## config.mk

```make
export PLATFORM = sky130hd
export DESIGN_NAME = pidsrv_mul_unit
export DESIGN_NICKNAME = d
export VERILOG_FILES = /design/src/sv/pidsrv_pkg.sv /design/src/sv/pidsrv_mul_unit.sv
export SDC_FILE = /design/constraint.sdc
export NUM_CORES = 2
export LEC_CHECK = 0
export BUFFER_PORTS_ARGS = -buffer_cell sky130_fd_sc_hd__buf_2
export CORE_UTILIZATION = 27
export DETAILED_ROUTE_END_ITERATION = 10
export SLEW_MARGIN = 20
export SYNTH_ARGS = -nofsm -noshare
export SYNTH_HDL_FRONTEND = slang
export SYNTH_SLANG_ARGS = --single-unit
```

## constraint.sdc

```tcl
create_clock -name clk -period 19.6 [get_ports clk]
set_input_delay 5.88 -clock clk [delete_from_list [all_inputs] [get_ports clk]]
set_output_delay 5.88 -clock clk [all_outputs]
set_load 0.01 [all_outputs]
```

## src/sv/pidsrv_pkg.sv

```systemverilog
// Shared types, constants and helper functions for the PID servo loop simulator.
// Used by the channel interface users, the multiply unit, the wrap unit and the top level.
package pidsrv_pkg;

  // Field widths of the command and response transactions, the tick counter and the register index.
  localparam int ANGLE_FIELD_W = 19;
  localparam int ERROR_FIELD_W = 20;
  localparam int WORD_W        = 32;
  localparam int TICK_W        = 24;
  localparam int CFG_INDEX_W   = 3;

  // 2*pi in unsigned Q32.32 and the clamp applied to every scaled product.
  localparam logic [63:0] TWO_PI_Q32 = 64'd26986075409;
  localparam logic [63:0] TERM_LIM   = 64'h2000_0000_0000_0000;

  // Register reset values.
  localparam logic [31:0] PROP_GAIN_RST       = 32'd6553600;
  localparam logic [31:0] INTEGRAL_GAIN_RST   = 32'd131072;
  localparam logic [31:0] DERIV_GAIN_RST      = 32'd32768;
  localparam logic [31:0] INVERSE_INERTIA_RST = 32'd3276800;
  localparam logic [31:0] DAMPING_RATIO_RST   = 32'd98304;
  localparam logic [31:0] STEP_SQUARED_RST    = 32'd4295;
  localparam logic [31:0] INVERSE_STEP_RST    = 32'd65536000;
  localparam logic [23:0] TICK_LIMIT_RST      = 24'd9001;

  // Configuration register indexes.
  typedef enum logic [CFG_INDEX_W-1:0] {
    REG_PROP_GAIN       = 3'd0,
    REG_INTEGRAL_GAIN   = 3'd1,
    REG_DERIV_GAIN      = 3'd2,
    REG_INVERSE_INERTIA = 3'd3,
    REG_DAMPING_RATIO   = 3'd4,
    REG_STEP_SQUARED    = 3'd5,
    REG_INVERSE_STEP    = 3'd6,
    REG_TICK_LIMIT      = 3'd7
  } cfg_reg_t;

  // Command transaction: one control tick.
  typedef struct packed {
    logic                     restart;
    logic [ANGLE_FIELD_W-1:0] initial_angle;
    logic [ANGLE_FIELD_W-1:0] target_angle;
  } cmd_t;

  // Response transaction: the plant state after the tick.
  typedef struct packed {
    logic [ANGLE_FIELD_W-1:0]        angle;
    logic signed [WORD_W-1:0]        velocity;
    logic signed [ERROR_FIELD_W-1:0] angle_error;
    logic signed [WORD_W-1:0]        torque;
    logic                            run_done;
  } rsp_t;

  // Request to the shared multiply unit: value times gain, shifted down.
  typedef struct packed {
    logic               start;
    logic               shift32;
    logic signed [63:0] value;
    logic [31:0]        gain;
  } mul_req_t;

  // Result of the shared multiply unit, valid while done is high.
  typedef struct packed {
    logic               done;
    logic signed [63:0] res;
  } mul_rsp_t;

  // round(2*pi * 2^frac), for frac up to 31.
  function automatic logic [63:0] two_pi_fixed(input int frac);
    return (TWO_PI_Q32 + (64'd1 << (31 - frac))) >> (32 - frac);
  endfunction

  // Saturate a signed 64-bit value to signed 32 bits.
  function automatic logic signed [31:0] sat32(input logic signed [63:0] v);
    logic signed [31:0] r;
    if (v > 64'sh0000_0000_7FFF_FFFF) begin
      r = 32'sh7FFF_FFFF;
    end else if (v < -64'sh0000_0000_8000_0000) begin
      r = 32'sh8000_0000;
    end else begin
      r = v[31:0];
    end
    return r;
  endfunction

endpackage

```

## src/sv/pidsrv_mul_unit.sv

```systemverilog
// Shared multiply unit: signed 64-bit value times unsigned 32-bit gain, shifted down,
// truncated toward zero and clamped to +-2^61. Uses one 32x32 multiplier; depends on pidsrv_pkg.
module pidsrv_mul_unit #(
  parameter int FRAC_BITS = 16
) (
  input  logic                 clk,
  input  logic                 rst,
  input  pidsrv_pkg::mul_req_t req,
  output pidsrv_pkg::mul_rsp_t rsp
);
  import pidsrv_pkg::*;

  typedef enum logic [4:0] {
    M_IDLE = 5'b00001,
    M_LO   = 5'b00010,
    M_HI   = 5'b00100,
    M_ADD  = 5'b01000,
    M_FIN  = 5'b10000
  } mul_state_t;

  mul_state_t         state;
  logic [63:0]        mag;
  logic               neg;
  logic [31:0]        gain;
  logic               shift32;
  logic [63:0]        prod;
  logic [95:0]        acc;
  logic               done;
  logic signed [63:0] res;

  logic [31:0]        mul_a;
  logic [63:0]        prod_next;
  logic [95:0]        shifted;
  logic [62:0]        clamped;
  logic signed [63:0] res_next;

  // One multiplier, fed with the low half and then the high half of the magnitude.
  assign mul_a     = (state == M_LO) ? mag[31:0] : mag[63:32];
  assign prod_next = 64'(mul_a) * 64'(gain);

  // Scale down, clamp the magnitude and restore the sign.
  always_comb begin
    shifted = shift32 ? (acc >> 32) : (acc >> FRAC_BITS);
    if (shifted > 96'(TERM_LIM)) begin
      clamped = TERM_LIM[62:0];
    end else begin
      clamped = shifted[62:0];
    end
    res_next = neg ? -$signed(64'(clamped)) : $signed(64'(clamped));
  end

  always_ff @(posedge clk) begin
    if (rst) begin
      state <= M_IDLE;
      done  <= 1'b0;
    end else begin
      done <= 1'b0;
      unique case (state)
        M_IDLE: begin
          if (req.start) begin
            mag     <= req.value[63] ? 64'(-req.value) : 64'(req.value);
            neg     <= req.value[63];
            gain    <= req.gain;
            shift32 <= req.shift32;
            state   <= M_LO;
          end
        end
        M_LO: begin
          prod  <= prod_next;
          state <= M_HI;
        end
        M_HI: begin
          acc <= 96'(prod);
          // The high partial product only matters for wide operands.
          if (|mag[63:32]) begin
            prod  <= prod_next;
            state <= M_ADD;
          end else begin
            state <= M_FIN;
          end
        end
        M_ADD: begin
          acc   <= acc + {prod, 32'd0};
          state <= M_FIN;
        end
        M_FIN: begin
          res   <= res_next;
          done  <= 1'b1;
          state <= M_IDLE;
        end
        default: state <= M_IDLE;
      endcase
    end
  end

  assign rsp.done = done;
  assign rsp.res  = res;

endmodule

```

Word-level counts from Yosys, hierarchy flattened
Index checks and enable logic that the tools add are counted.
- flip-flop bits (word level): 328
- latch bits: 0
- RAM bits: 0
- ROM bits: 0
- bits of input ports: 100
- output and inout bits: 65
- memories kept: 0
- $add $sub $neg: 3
- $mul: 1
- divide/modulo/power cells: 0
- $lt $le $gt $ge: 1
- equal/unequal tests: 7
- shift operators: 0
- mux-type cells: 12
- bitwise operators: 1
- reductions and logical operators: 7
- operators by type and width (kind ; count):
    96-bit case mux with 2 select lines ; 1
    63-bit two-way mux ; 3
    64-bit case mux with 2 select lines ; 1
    96-bit adder ; 1
    80-bit by 62-bit greater-than comparator with 1-bit output (second input constant) ; 1
    80-bit two-way mux ; 1
    32-bit by 32-bit multiplier with 64-bit output ; 1
    64-bit two-way mux ; 1
    63-bit negation with 64-bit output ; 1
    64-bit negation ; 1
    32-bit two-way mux ; 1
    32-bit OR reduction ; 1
    5-bit case mux with 4 select lines ; 1
    5-bit two-way mux ; 2
    3-bit AND reduction ; 2
    5-bit by 1-bit == test with 1-bit output (second input constant) ; 1
    5-bit by 2-bit == test with 1-bit output (second input constant) ; 1
    5-bit by 3-bit == test with 1-bit output (second input constant) ; 1
    5-bit by 4-bit == test with 1-bit output (second input constant) ; 1
    5-bit == test (second input constant) ; 1
    2-bit inequality test (second input constant) ; 2
    2-bit AND reduction ; 2
    2-bit nonzero test ; 2
    1-bit two-way mux ; 1
    1-bit inverter ; 1

Longest topological paths before layout
- word-level depth: 5
- gate-level depth with buffers: 32
- depth with buffers taken out: 29

Least setup slack after synthesis
Ideal clock, no wire load.
- path type: input to register
- from: input port rst
- to: register gain[0], enable pin
- arrival time: 13.219 ns
- path slack: 5.686 ns
- cell stages on the path: 2
- buffers on the path: 1
- cells stage by stage: clkbuf_1 > nor3b_1
- word-level cells in the longest chain between the ends: 2
- RTL lines (element ; RTL line ; source):
    start: declaration ; pidsrv_mul_unit.sv:7 ; input logic rst,
    1-bit inverter (no line) ; n/a ;
    3-bit AND reduction (no line) ; n/a ;
    end signal: assignment ; pidsrv_mul_unit.sv:63 ; gain <= req.gain;
    end: declaration ; pidsrv_mul_unit.sv:24 ; logic [31:0] gain;
No other way between the ends.
A chain may end at the register's enable or synchronous reset.

Final worst setup path
- from: register state[2]
- to: register prod[55] (data pin)
- word-level cells in the longest chain between the ends: 5
- RTL lines (element ; RTL line ; source):
    start: declaration ; pidsrv_mul_unit.sv:21 ; mul_state_t state;
    start signal: assignment ; pidsrv_mul_unit.sv:54 ; state <= M_IDLE;
    start signal: assignment ; pidsrv_mul_unit.sv:65 ; state <= M_LO;
    start signal: assignment ; pidsrv_mul_unit.sv:70 ; state <= M_HI;
    5-bit by 2-bit == test with 1-bit output * ; pidsrv_mul_unit.sv:38 ; assign mul_a = (state == M_LO) ? mag[31:0] : mag[63:32];
    32-bit two-way mux * ; pidsrv_mul_unit.sv:38 ;
    32-bit by 32-bit multiplier with 64-bit output * ; pidsrv_mul_unit.sv:39 ; assign prod_next = 64'(mul_a) * 64'(gain);
    named net prod_next[55] ; pidsrv_mul_unit.sv:32 ; logic [63:0] prod_next;
    64-bit two-way mux ; pidsrv_mul_unit.sv:75 ; if (|mag[63:32]) begin
    64-bit case mux with 2 select lines * ; pidsrv_mul_unit.sv:58 ; unique case (state)
    end signal: assignment ; pidsrv_mul_unit.sv:69 ; prod <= prod_next;
    end signal: assignment ; pidsrv_mul_unit.sv:76 ; prod <= prod_next;
    end: declaration ; pidsrv_mul_unit.sv:26 ; logic [63:0] prod;
The timed path passes the listed nets; every way through them passes the cells marked *. The select of a mux whose other input is x is not followed.

==> key figures <==
CTS
  – H-tree Lvls: 2
  – Total CTS buffers: 39
  – CTS Root Cell: clkbuf_16
  – Max Root-Sink Buffers: 3
  – CTS Hold Buffers Added: 0
  – Clock slew at reported path FFs: 0.06 ns
  – TritonCTS clock tree: yes
  – Total clock sinks: 312
  – Setup bufs post-CTS: 0
  – Post-CTS sizing: 0
  – Skew-Pair Late Insertion Delay: 0.65 ns

Global route
  – Largest net degree at the start of global routing: 80
  – Global-route wire length before repair: 246 mm
  – Grt total ovfl: 0
  – Antenna violations before repair: 8
  – Vias in the first global route: 41.0k
  – GR Util All Layers: 16.2%

Floorplanning
  – Core area: 193,000 µm²
  – Die H: 442 µm
  – Rows: 161
  – # IOs: 165
  – Initial core utilization: 27.2%
  – Die Wd: 442 µm
  – Die footprint: 196,000 µm²

STA
  – Final hold vios: 0
  – Final setup viols: 0
  – Clock period minus worst slack: 10.16 ns
  – Actual slew at the worst max-slew pin: 1.08 ns
  – Pins Over Slew Limit: 0
  – Skew final: 0.0382 ns
  – Period utilisation layout: 51.8%
  – Fin worst setup slack: 9.44 ns
  – Fmax: 98.4 MHz
  – RSZ-0062 raised after global routing: false
  – WHS: 0.570 ns
  – Max_slew headroom: 28.0%
  – Setup_tns: 0 ns

Routing
  – Vias per cell: 4.89
  – DR iter-0 viols: 2,837
  – # DRC: 0
  – Pre-antenna DRT Iters: 7
  – Routed Antenna Nets: 0
  – Drt wl/cell: 20.0 µm
  – Vias: 39.2k
  – Routed wire length: 160 mm

Layout
  – Post-route design area: 56,900 µm²
  – Fillers: 20.2k
  – Final Net Count: 6,798
  – Multi-input combinational cell area: 38,600 µm²
  – Share of cells above drive strength 1: 6.60%
  – Layout area overhead: 8.58%
  – FF/Latch Area: 9310 µm²

Placed design
  – RePlAce Congestion: 0.921
  – Worst slack, placed: 9.42 ns
  – Cell Area, Placed: 55,500 µm²
  – PortBufs: 164
  – Hpwl dp: 124 mm

Setup path
  – Worst-case reg-to-reg path depth: 27
  – WP depth: 27
  – Crit-path max FO: 36
  – CP top delay family: adder cells
  – CP max stage delay: 0.98 ns
  – Crit Path Class: flop to flop
  – Startpoint Class: flop
  – Worst path bufs/invs: 4
  – WP data required: 19.98 ns
  – CP Capture Type: flop
  – Setup slack, reg-to-reg: 9.44 ns
  – Arrival @ worst endpoint: 10.54 ns
  – Crit-path slowest cell: mux2_2
  – CP most frequent cell: fa_1

Logic synthesis
  – Syn_nets: 6,848
  – Top FF cell, synth: edfxtp_1
  – Synth Area in Adders: 42.1%
  – Synth Area in Compound Gates: 8.21%
  – Post-synth EDFFs: 306
  – Seq cells post-synth: 312
  – Sequential area share after synthesis: 17.8%
  – Syn Inst Count: 5,523
  – Synth Cell Area: 52,400 µm²
  – Multiplexer area fraction after synthesis: 2.07%
  – Cell taking the most area after synthesis: fa_1
  – Synth area leaders: fa_1 34%, edfxtp_1 18%, ha_1 7.8%
  – Post-synth ARST share: 0%
  – Xor-xnor portion of the synthesized cell area: 3.38%
  – Area fraction of the dominant cell type after synthesis: 34.3%
  – Largest family of logic cells by synthesized area: adder cells
  – Synth Area in Simple Gates: 17.8%
  – Synthesis Warnings: 0
  – Yosys cell types: 91
  – Syn avg cell area: 9.48 µm²

Flow run
  – Max cap viols: 0

Min path
  – Hold WC Path Type: flop to flop
  – Worst hold stages: 1

Run status
  – Status: complete, no violations
==> worst paths after layout <==
path	from	end
setup / recovery	state[2]	prod[55]
hold / removal	state[4]	done
setup reg to reg	state[2]	prod[55]
hold reg to reg	state[4]	done
==> cells in the mapped netlist (25+ instances only) <==
master / n
ha_1: 328
nor2_1: 173
inv_1: 880
fa_1: 897
nand3_1: 58
nor4_1: 31
mux2i_1: 54
xor2_1: 45
clkbuf_1: 275
or3_1: 25
edfxtp_1: 306
and2_1: 636
a21oi_1: 191
and3_1: 28
a21o_1: 82
mux2_2: 45
o21ai_0: 168
nand4_1: 38
nand2_1: 652
xnor2_1: 157
o21bai_1: 28
o31ai_1: 27
nor3_1: 60
==> area by class of cell <==
type,instances,share of cell area [%]
well taps,2526,5.56
diodes,1,0.00440
clock inverters,26,0.598
flip-flops and latches,312,16.4
multi-input cells,4026,67.8
inverters,882,5.82
repair buffers,212,2.08
clock buffers,45,1.76
==> placed cells by master, fill, tap and decap left out, types with 45 or more instances in the layout <==
master,count
a21o_1,82
a21oi_1,190
and2_1,636
buf_2,163
buf_4,49
edfxtp_1,306
fa_1,897
ha_1,328
inv_1,880
mux2_2,45
mux2i_1,54
nand2_1,651
nand3_1,58
nor2_1,172
nor3_1,60
o21ai_0,168
xnor2_1,157
xor2_1,45
==> state kept, by name, summed over array words and instances (netlist names) <==
| name | cells |
|---|---|
| done | 1 |
| mag | 64 |
| gain | 32 |
| prod | 64 |
| res | 64 |
| neg | 1 |
| state | 5 |
| acc | 80 |
| shift32 | 1 |
==> worst register-to-register path, stage by stage (launching register included) <==
cell,delay [ns]
dfxtp_1,0.35
nor4_1,0.38
nand2_2,0.63
mux2_2,1.04
and2_1,0.27
fa_1,0.45
fa_1,0.54
inv_1,0.07
fa_1,0.50
fa_1,0.52
inv_1,0.05
fa_1,0.55
fa_1,0.43
fa_1,0.50
inv_1,0.05
fa_1,0.48
inv_1,0.05
ha_1,0.38
a21o_1,0.19
a21o_1,0.17
a21o_1,0.18
nand2b_1,0.16
a2111oi_1,0.76
o41a_1,0.32
o221ai_1,0.23
a21boi_1,0.32
o21ai_0,0.14
xor2_1,0.17
==> per-stage QoR <==
step | instances | util, %
after floorplan | 5523 | -
after global placement | 7958 | 28.8
after detailed placement | 7958 | 28.8
after CTS | 8029 | 29.5
after global routing | 8029 | 29.5
final | 8030 | 29.5
==> cell families after synthesis <==
family                     count (synthesis)
muxes                                    101
adders and majority gates               1225
DFF                                      312
xor gates and xnor gates                 202
and+or+nand+nor                         1814
AOI/OAI and AO/OA                        684
buffers and inverters                   1185
==> per-layer routing <==
layer | up-vias | GRT usage (%) | wire length (µm)
li1 | 17500 | - | -
met1 | 19900 | 22.1 | 70500
met2 | 1583 | 25.9 | 72300
met3 | 267 | 3.06 | 12200
met4 | 6 | 5.03 | 5330
met5 | - | 0 | 47
Power is left out: the tool's default activity adds up to more than one toggle a clock period on the data nets, which glitch-free logic cannot reach.
