`src/sv/pidsrv_pkg.sv`:
```
// Shared types, constants and helper functions for the PID servo loop simulator.
// Used by the channel interface users, the multiply unit, the wrap unit and the top level.
package pidsrv_pkg;

  // Field widths of the command and response transactions, the tick counter and the register index.
  localparam int ANGLE_FIELD_W = 19;
  localparam int ERROR_FIELD_W = 20;
  localparam int WORD_W        = 32;
  localparam int TICK_W        = 24;
  localparam int CFG_INDEX_W   = 3;

  // 2*pi in unsigned Q32.32 and the clamp applied to every scaled product.
  localparam logic [63:0] TWO_PI_Q32 = 64'd26986075409;
  localparam logic [63:0] TERM_LIM   = 64'h2000_0000_0000_0000;

  // Register reset values.
  localparam logic [31:0] PROP_GAIN_RST       = 32'd6553600;
  localparam logic [31:0] INTEGRAL_GAIN_RST   = 32'd131072;
  localparam logic [31:0] DERIV_GAIN_RST      = 32'd32768;
  localparam logic [31:0] INVERSE_INERTIA_RST = 32'd3276800;
  localparam logic [31:0] DAMPING_RATIO_RST   = 32'd98304;
  localparam logic [31:0] STEP_SQUARED_RST    = 32'd4295;
  localparam logic [31:0] INVERSE_STEP_RST    = 32'd65536000;
  localparam logic [23:0] TICK_LIMIT_RST      = 24'd9001;

  // Configuration register indexes.
  typedef enum logic [CFG_INDEX_W-1:0] {
    REG_PROP_GAIN       = 3'd0,
    REG_INTEGRAL_GAIN   = 3'd1,
    REG_DERIV_GAIN      = 3'd2,
    REG_INVERSE_INERTIA = 3'd3,
    REG_DAMPING_RATIO   = 3'd4,
    REG_STEP_SQUARED    = 3'd5,
    REG_INVERSE_STEP    = 3'd6,
    REG_TICK_LIMIT      = 3'd7
  } cfg_reg_t;

  // Command transaction: one control tick.
  typedef struct packed {
    logic                     restart;
    logic [ANGLE_FIELD_W-1:0] initial_angle;
    logic [ANGLE_FIELD_W-1:0] target_angle;
  } cmd_t;

  // Response transaction: the plant state after the tick.
  typedef struct packed {
    logic [ANGLE_FIELD_W-1:0]        angle;
    logic signed [WORD_W-1:0]        velocity;
    logic signed [ERROR_FIELD_W-1:0] angle_error;
    logic signed [WORD_W-1:0]        torque;
    logic                            run_done;
  } rsp_t;

  // Request to the shared multiply unit: value times gain, shifted down.
  typedef struct packed {
    logic               start;
    logic               shift32;
    logic signed [63:0] value;
    logic [31:0]        gain;
  } mul_req_t;

  // Result of the shared multiply unit, valid while done is high.
  typedef struct packed {
    logic               done;
    logic signed [63:0] res;
  } mul_rsp_t;

  // round(2*pi * 2^frac), for frac up to 31.
  function automatic logic [63:0] two_pi_fixed(input int frac);
    return (TWO_PI_Q32 + (64'd1 << (31 - frac))) >> (32 - frac);
  endfunction

  // Saturate a signed 64-bit value to signed 32 bits.
  function automatic logic signed [31:0] sat32(input logic signed [63:0] v);
    logic signed [31:0] r;
    if (v > 64'sh0000_0000_7FFF_FFFF) begin
      r = 32'sh7FFF_FFFF;
    end else if (v < -64'sh0000_0000_8000_0000) begin
      r = 32'sh8000_0000;
    end else begin
      r = v[31:0];
    end
    return r;
  endfunction

endpackage

```
`src/sv/pidsrv_wrap_unit.sv`:
```
// Angle wrap unit: folds a signed 64-bit angle into [0, 2*pi] with a digit-serial
// remainder against the constant 2*pi, four bits per cycle. Depends on pidsrv_pkg.
module pidsrv_wrap_unit #(
  parameter int FRAC_BITS = 16,
  localparam logic [63:0] TWO_PI = pidsrv_pkg::two_pi_fixed(FRAC_BITS),
  localparam int ANGLE_W = $clog2(TWO_PI + 64'd1)
) (
  input  logic               clk,
  input  logic               rst,
  input  logic               start,
  input  logic signed [63:0] value,
  output logic               done,
  output logic [ANGLE_W-1:0] angle
);
  import pidsrv_pkg::*;

  localparam int DIGIT_BITS = 4;
  localparam int STEPS      = 64 / DIGIT_BITS;
  localparam int CNT_W      = $clog2(STEPS);
  localparam logic signed [63:0]   TWO_PI_S = TWO_PI;
  localparam logic [ANGLE_W:0]     DIV_EXT  = (ANGLE_W+1)'(TWO_PI);
  localparam logic [ANGLE_W-1:0]   DIV      = ANGLE_W'(TWO_PI);

  typedef enum logic [1:0] {
    W_IDLE = 2'b01,
    W_RUN  = 2'b10
  } wrap_state_t;

  wrap_state_t        state;
  logic [63:0]        dividend;
  logic [ANGLE_W-1:0] rem;
  logic               above;
  logic [CNT_W-1:0]   cnt;

  logic [ANGLE_W-1:0] rem_step;
  logic [63:0]        dividend_step;
  logic               in_range;

  assign in_range = !value[63] && (value <= TWO_PI_S);

  // Four restoring remainder steps per cycle.
  always_comb begin
    logic [ANGLE_W:0] trial;
    rem_step      = rem;
    dividend_step = dividend;
    for (int j = 0; j < DIGIT_BITS; j++) begin
      trial = {rem_step, dividend_step[63]};
      if (trial >= DIV_EXT) begin
        trial = trial - DIV_EXT;
      end
      rem_step      = trial[ANGLE_W-1:0];
      dividend_step = {dividend_step[62:0], 1'b0};
    end
  end

  always_ff @(posedge clk) begin
    if (rst) begin
      state <= W_IDLE;
      done  <= 1'b0;
    end else begin
      done <= 1'b0;
      unique case (state)
        W_IDLE: begin
          if (start) begin
            if (in_range) begin
              angle <= value[ANGLE_W-1:0];
              done  <= 1'b1;
            end else begin
              // Above 2*pi the result is ((a-1) mod 2pi) + 1, below zero 2pi-1-((-a-1) mod 2pi).
              dividend <= value[63] ? 64'(-value - 64'sd1) : 64'(value - 64'sd1);
              above    <= !value[63];
              rem      <= '0;
              cnt      <= '0;
              state    <= W_RUN;
            end
          end
        end
        W_RUN: begin
          rem      <= rem_step;
          dividend <= dividend_step;
          cnt      <= cnt + CNT_W'(1);
          if (cnt == CNT_W'(STEPS - 1)) begin
            angle <= above ? (rem_step + ANGLE_W'(1)) : (DIV - ANGLE_W'(1) - rem_step);
            done  <= 1'b1;
            state <= W_IDLE;
          end
        end
        default: state <= W_IDLE;
      endcase
    end
  end

endmodule

```
`config.mk`:
```
export PLATFORM = sky130hd
export DESIGN_NAME = pidsrv_wrap_unit
export DESIGN_NICKNAME = d
export VERILOG_FILES = /design/src/sv/pidsrv_pkg.sv /design/src/sv/pidsrv_wrap_unit.sv
export SDC_FILE = /design/constraint.sdc
export NUM_CORES = 1
export LEC_CHECK = 0
export BUFFER_PORTS_ARGS = -buffer_cell sky130_fd_sc_hd__clkbuf_2
export CAP_MARGIN = 20
export CORE_MARGIN = 10
export CORE_UTILIZATION = 65
export DETAILED_ROUTE_END_ITERATION = 12
export GPL_TIMING_DRIVEN = 0
export PLACE_DENSITY_LB_ADDON = 0.15
export SLEW_MARGIN = 25
export SYNTH_ARGS = -nofsm -noshare
export SYNTH_HDL_FRONTEND = slang
export SYNTH_SLANG_ARGS = --single-unit
```
`constraint.sdc`:
```
create_clock -name clk -period 17.1 [get_ports clk]
set_clock_uncertainty 0.2 [all_clocks]
set_input_delay 1.71 -clock clk [delete_from_list [all_inputs] [get_ports clk]]
set_output_delay 1.71 -clock clk [all_outputs]
set_load 0.01 [all_outputs]
```
* Word level (Yosys, flattened, before mapping) *
Index checks and enable logic that the tools add are counted.
Widths: inputs -> output; s select.

operators by class
  shifts and indexed selects = 0
  $lt $le $gt $ge = 5
  eq/ne operators = 7
  $add $sub $neg = 10
  bitwise logic cells = 2
  reductions and logical operators = 7
  multiply operators = 0
  mux-type cells = 27
  divide/modulo/power cells = 0

operators with widths
  operator                count
  $mux 64                 3
  $mux 19                 10
  $pmux 64 s2             1
  $sub 64x2->64 const B   2
  $ge 20x19->1 const B    4
  $pmux 19 s2             2
  $sub 19x19->19 const B  4
  $le 64x20->1 const B    1
  $neg 64->64             1
  $add 19x1->19 const B   1
  $sub 19x19->19 const A  1
  $mux 4                  2
  $ne 2x2->1 const B      4
  $pmux 4 s2              1
  $reduce_and 4->1        2
  $mux 2                  3
  $reduce_and 5->1        1
  $add 4x1->4 const B     1
  $eq 4x4->1 const B      1
  $pmux 2 s2              1
  $mux 1                  3
  $reduce_and 3->1        1
  $eq 2x1->1 const B      1
  $eq 2x2->1 const B      1
  other kinds (5)         6

word-level totals
  input bits = 67
  word-level logic and storage cells = 65
  memory bits (writable) = 0
  output and inout bits = 20
  latch bits = 0
  memories = 0
  ROM bits = 0
  bits in registers = 110

* Logic depth before layout (Yosys ltp) *
  depth in word-level cells = 12
  depth in mapped cells = 45
  depth with buffers taken out = 37

* Worst setup path after synthesis *
No wires, ideal clock.

  path kind = input port to flip-flop
  start = input port value[44]
  end = register cnt[0] (enable)
  data required time = 16.237 ns
  library setup time = 0.663 ns
  data arrival time = 8.996 ns
  stages on the path = 9
  path buffers = 0
  path slack = 7.241 ns
  cells stage by stage = nor3_1 nand2b_1 or3_1 nor4_1 nand2_1 nor4_1 and3_1 nand2b_1 a211oi_1

on the way
  longest elaborated chain between the ends = 4

RTL lines
  what                               line                    RTL
  start, declared                    pidsrv_wrap_unit.sv:11  input logic signed [63:0] value,
  $le 64x20->1                       pidsrv_wrap_unit.sv:39  assign in_range = !value[63] && (value <= TWO_PI_S);
  $logic_and 1x1->1                  pidsrv_wrap_unit.sv:39
  $ne 2x2->1 (no source line)        --
  $reduce_and 4->1 (no source line)  --
  end signal, assigned               pidsrv_wrap_unit.sv:81  cnt <= cnt + CNT_W'(1);
  end, declared                      pidsrv_wrap_unit.sv:33  logic [CNT_W-1:0] cnt;

Every way passes these cells.
A chain may end at the register's enable or synchronous reset.

* Worst setup path in the final report *
  start = register rem[9]
  end = register angle[16], data pin

on the way
  longest elaborated chain between the ends = 12
  elaborated cells between the ends (all ways) = 17
  those cells by class = 6 x add/sub; 4 x order compare; 7 x mux

RTL lines
  what                                             line                                            RTL
  start, declared                                  pidsrv_wrap_unit.sv:31                          logic [ANGLE_W-1:0] rem;
  start signal, assigned                           pidsrv_wrap_unit.sv:79                          rem <= rem_step;
  $sub 19x19->19 or $ge 20x19->1 (tied branches)   pidsrv_wrap_unit.sv:49, pidsrv_wrap_unit.sv:48
  $mux 19 *                                        pidsrv_wrap_unit.sv:48                          if (trial >= DIV_EXT) begin
  $sub 19x19->19 or $ge 20x19->1 (tied branches)   pidsrv_wrap_unit.sv:49, pidsrv_wrap_unit.sv:48
  $mux 19 *                                        pidsrv_wrap_unit.sv:48
  $sub 19x19->19 or $ge 20x19->1 (tied branches)   pidsrv_wrap_unit.sv:49, pidsrv_wrap_unit.sv:48
  $mux 19 *                                        pidsrv_wrap_unit.sv:48
  $ge 20x19->1 *                                   pidsrv_wrap_unit.sv:48
  $mux 19 *                                        pidsrv_wrap_unit.sv:48
  named net rem_step[0]                            pidsrv_wrap_unit.sv:35                          logic [ANGLE_W-1:0] rem_step;
  $sub 19x19->19 or $add 19x1->19 (tied branches)  pidsrv_wrap_unit.sv:83                          angle <= above ? (rem_step + ANGLE_W'(1)) : (DIV - ANGLE_W'(1) - rem_step);
  $mux 19 *                                        pidsrv_wrap_unit.sv:83
  $mux 19 *                                        pidsrv_wrap_unit.sv:82                          if (cnt == CNT_W'(STEPS - 1)) begin
  $pmux 19 s2 *                                    pidsrv_wrap_unit.sv:62                          unique case (state)
  end signal, assigned                             pidsrv_wrap_unit.sv:66                          angle <= value[ANGLE_W-1:0];
  end signal, assigned                             pidsrv_wrap_unit.sv:83
  end, declared                                    pidsrv_wrap_unit.sv:13                          output logic [ANGLE_W-1:0] angle

Mark *: on every way through the listed nets, which the timed path passes. The rest lies on a longest branch. The select of a mux whose other input is x is not followed.

==> impl_metrics.env <==
export IMPL_clockBufferDepth=2
export IMPL_start_util=0.658
export IMPL_rsz0062_at_grt="false"
export IMPL_maxSlewViolCount=0
export IMPL_die_y_um=149
export IMPL_port_buffers=85
export IMPL_num_vias=10800
export IMPL_min_period_ns=11.47
export IMPL_syn_num_nets=1387
export IMPL_critPathLaunchType="flop"
export IMPL_setup_slack_ns=5.63
export IMPL_cp_top_family="compound AO/OA/AOI/OAI gates"
export IMPL_crit_type="reg -> reg"
export IMPL_hpwl_mm=25.9
export IMPL_synth_area_leader_cell="edfxtp_1"
export IMPL_path_buf_inv=12
export IMPL_clk_pin_slew_worst_paths_ns=0.08
export IMPL_core_um2=16500
export IMPL_report_final_hold_viol_count=0
export IMPL_setup_viol=0
export IMPL_dr_pass1_iters=6
export IMPL_async_flop_share=0
export IMPL_cts_sinks=110
export IMPL_worstMarginPinSlew_ns=0.936
export IMPL_cts_setup_buffers=0
export IMPL_fin_crit_sh=0.671
export IMPL_ctsResizeCount=0
export IMPL_numCtsBuffers=9
export IMPL_syn_area_per_cell_um2=8.31
export IMPL_cts_root_buf="clkbuf_16"
export IMPL_gr_usage_all_layers=0.291
export IMPL_wl_per_cell_um=20.3
export IMPL_synth_seq_cells=110
export IMPL_ant_nets=0
export IMPL_cap_violations=0
export IMPL_antenna_found_initial=0
export IMPL_fin_tns_setup_ns=0
export IMPL_grt_pass1_wl_mm=52.9
export IMPL_max_freq_mhz=87.2
export IMPL_grt_pass1_vias=10300
export IMPL_drc=0
export IMPL_synth_area_um2=10900
export IMPL_layout_nets=1492
export IMPL_end_kind="flop"
export IMPL_cts_htree_levels=3
export IMPL_synth_edf_count=107
export IMPL_antenna_cells=0
export IMPL_status="finished clean"
export IMPL_power_per_cell_area_nw_per_um2=137
export IMPL_worstPathRequired_ns=17.01
export IMPL_clock_latency_ns=0.36
export IMPL_die_area_um2=22300
export IMPL_ys_types=116
export IMPL_grt_max_degree=20
export IMPL_cp_data_arrival_time_ns=11.38
export IMPL_pre_cts_ws_ns=5.91
export IMPL_place_congestion=0.971
export IMPL_cts_tree="built"
export IMPL_die_w_um=149
export IMPL_synth_area_leaders="edfxtp_1 30%, xnor2_1 6.0%, xor2_1 6.0%"
export IMPL_ys_warnings_count=0
export IMPL_ys_flop_type="edfxtp_1"
export IMPL_leakage_nw=4.25
export IMPL_fin_area_um2=12000
export IMPL_final_cell_mix="154 x nor2_1, 144 x nand2_1, 107 x edfxtp_1, 100 x o21ai_0, 85 x clkbuf_2"
export IMPL_max_stage_delay_ns=0.51
export IMPL_ir_worst_vdd_uv=124
export IMPL_drt_wl_total_mm=33.3
export IMPL_min_path_type="reg -> reg"
export IMPL_drive_above_1_share=0.154
export IMPL_yosysSeqAreaShare=0.301
export IMPL_dpl_cell_area_um2=11700
export IMPL_overflow=0
export IMPL_vias_per_cell=6.56
export IMPL_crit_slowest_cell="a211oi_2"
export IMPL_area_growth_synth_to_final_pct=10.4
export IMPL_hold_buffers=0
export IMPL_final_common_cell="nor2_1"
export IMPL_crit_fanout=10
export IMPL_slew_headroom=0.374
export IMPL_ioPinCount=87
export IMPL_syn_inst=1310
export IMPL_drt_iter0_markers=1004
export IMPL_rows=47
export IMPL_netlist_area_leader_share=0.295
-- stage by stage --
stage	power, mW	cells	hold slack (ns)	utilization
finish	1.64	1640	0.327	0.727
global route	1.72	1640	0.356	0.727
detailed placement	1.38	1624	0.307	0.708
floorplan	1.11	1310	0.266	-
global placement	1.38	1615	0.274	0.701
CTS	1.60	1640	0.318	0.726
-- logic make-up (layout without fill, tap and decap cells) --
group / count (synthesis) / count (layout) / synth area share
compound gates: 371 / 371 / 0.240
fa+ha+maj: 10 / 10 / 0.0115
buf+inv: 93 / 203 / 0.0393
xor+xnor: 156 / 156 / 0.131
mux: 25 / 25 / 0.0264
simple gates: 545 / 545 / 0.251
flops: 110 / 110 / 0.301
-- cell type report --
| class | instances | area, um^2 |
|---|---|---|
| buffer | 66 | 327 |
| clock buffer | 10 | 229 |
| clock inverter | 6 | 77.6 |
| fill | 1262 | 4510 |
| inverter | 27 | 101 |
| multi-input combinational | 1107 | 7200 |
| sequential | 110 | 3270 |
| tap | 220 | 275 |
| timing repair buffer | 94 | 523 |
-- state kept, by name (all words and copies together) (netlist names) --
signal,cells
dividend,64
done,1
above,1
angle,19
cnt,4
state,2
rem,19
-- worst register-to-register path, delay by kind of cell, from the launching register on --
kind | cells | cell delay [ns]
simple gates | 9 | 2.39
mux | 2 | 0.50
fa+ha+maj | 4 | 1.15
flops | 1 | 0.35
buf+inv | 12 | 2.08
compound gates | 12 | 3.13
xor+xnor | 5 | 1.42
-- synthesized netlist by cell type (17+ instances only) --
library cell / count
inv_1: 27
nand3_1: 38
edfxtp_1: 107
xor2_1: 75
xnor2_1: 75
and2_1: 24
nor4_1: 20
nand2_1: 144
a21oi_1: 71
and3_1: 17
clkbuf_1: 36
nor3_1: 42
a31oi_1: 26
o21ai_0: 100
nor2_1: 154
-- routing by layer --
metal  global-route usage  vias to the layer above  routed length, um
li1                     -                     5062                  -
met1                0.363                     5061              13400
met2                0.504                      566              16500
met3               0.0319                       71               2460
met4                0.114                        0               1010
met5                    0                        -                  0
-- final timing paths --
check                                  to  slack, ns  depth (start not counted)      from
worst max register to register  angle[16]       5.63                         44    rem[9]
worst min-delay path             state[0]       0.33                          2  state[0]
worst max-delay path            angle[16]       5.63                         44    rem[9]
worst min register to register   state[0]       0.33                          2  state[0]
-- power by group --
part           leakage (nW)  switching (mW)  total, mW  internal [mW]
logic                  3.07           0.703       1.07          0.370
clock network         0.147           0.105      0.221          0.117
registers              1.03          0.0133      0.347          0.334
total                  4.25           0.820       1.64          0.821
Note: power is estimated with default switching activity, not from simulation.
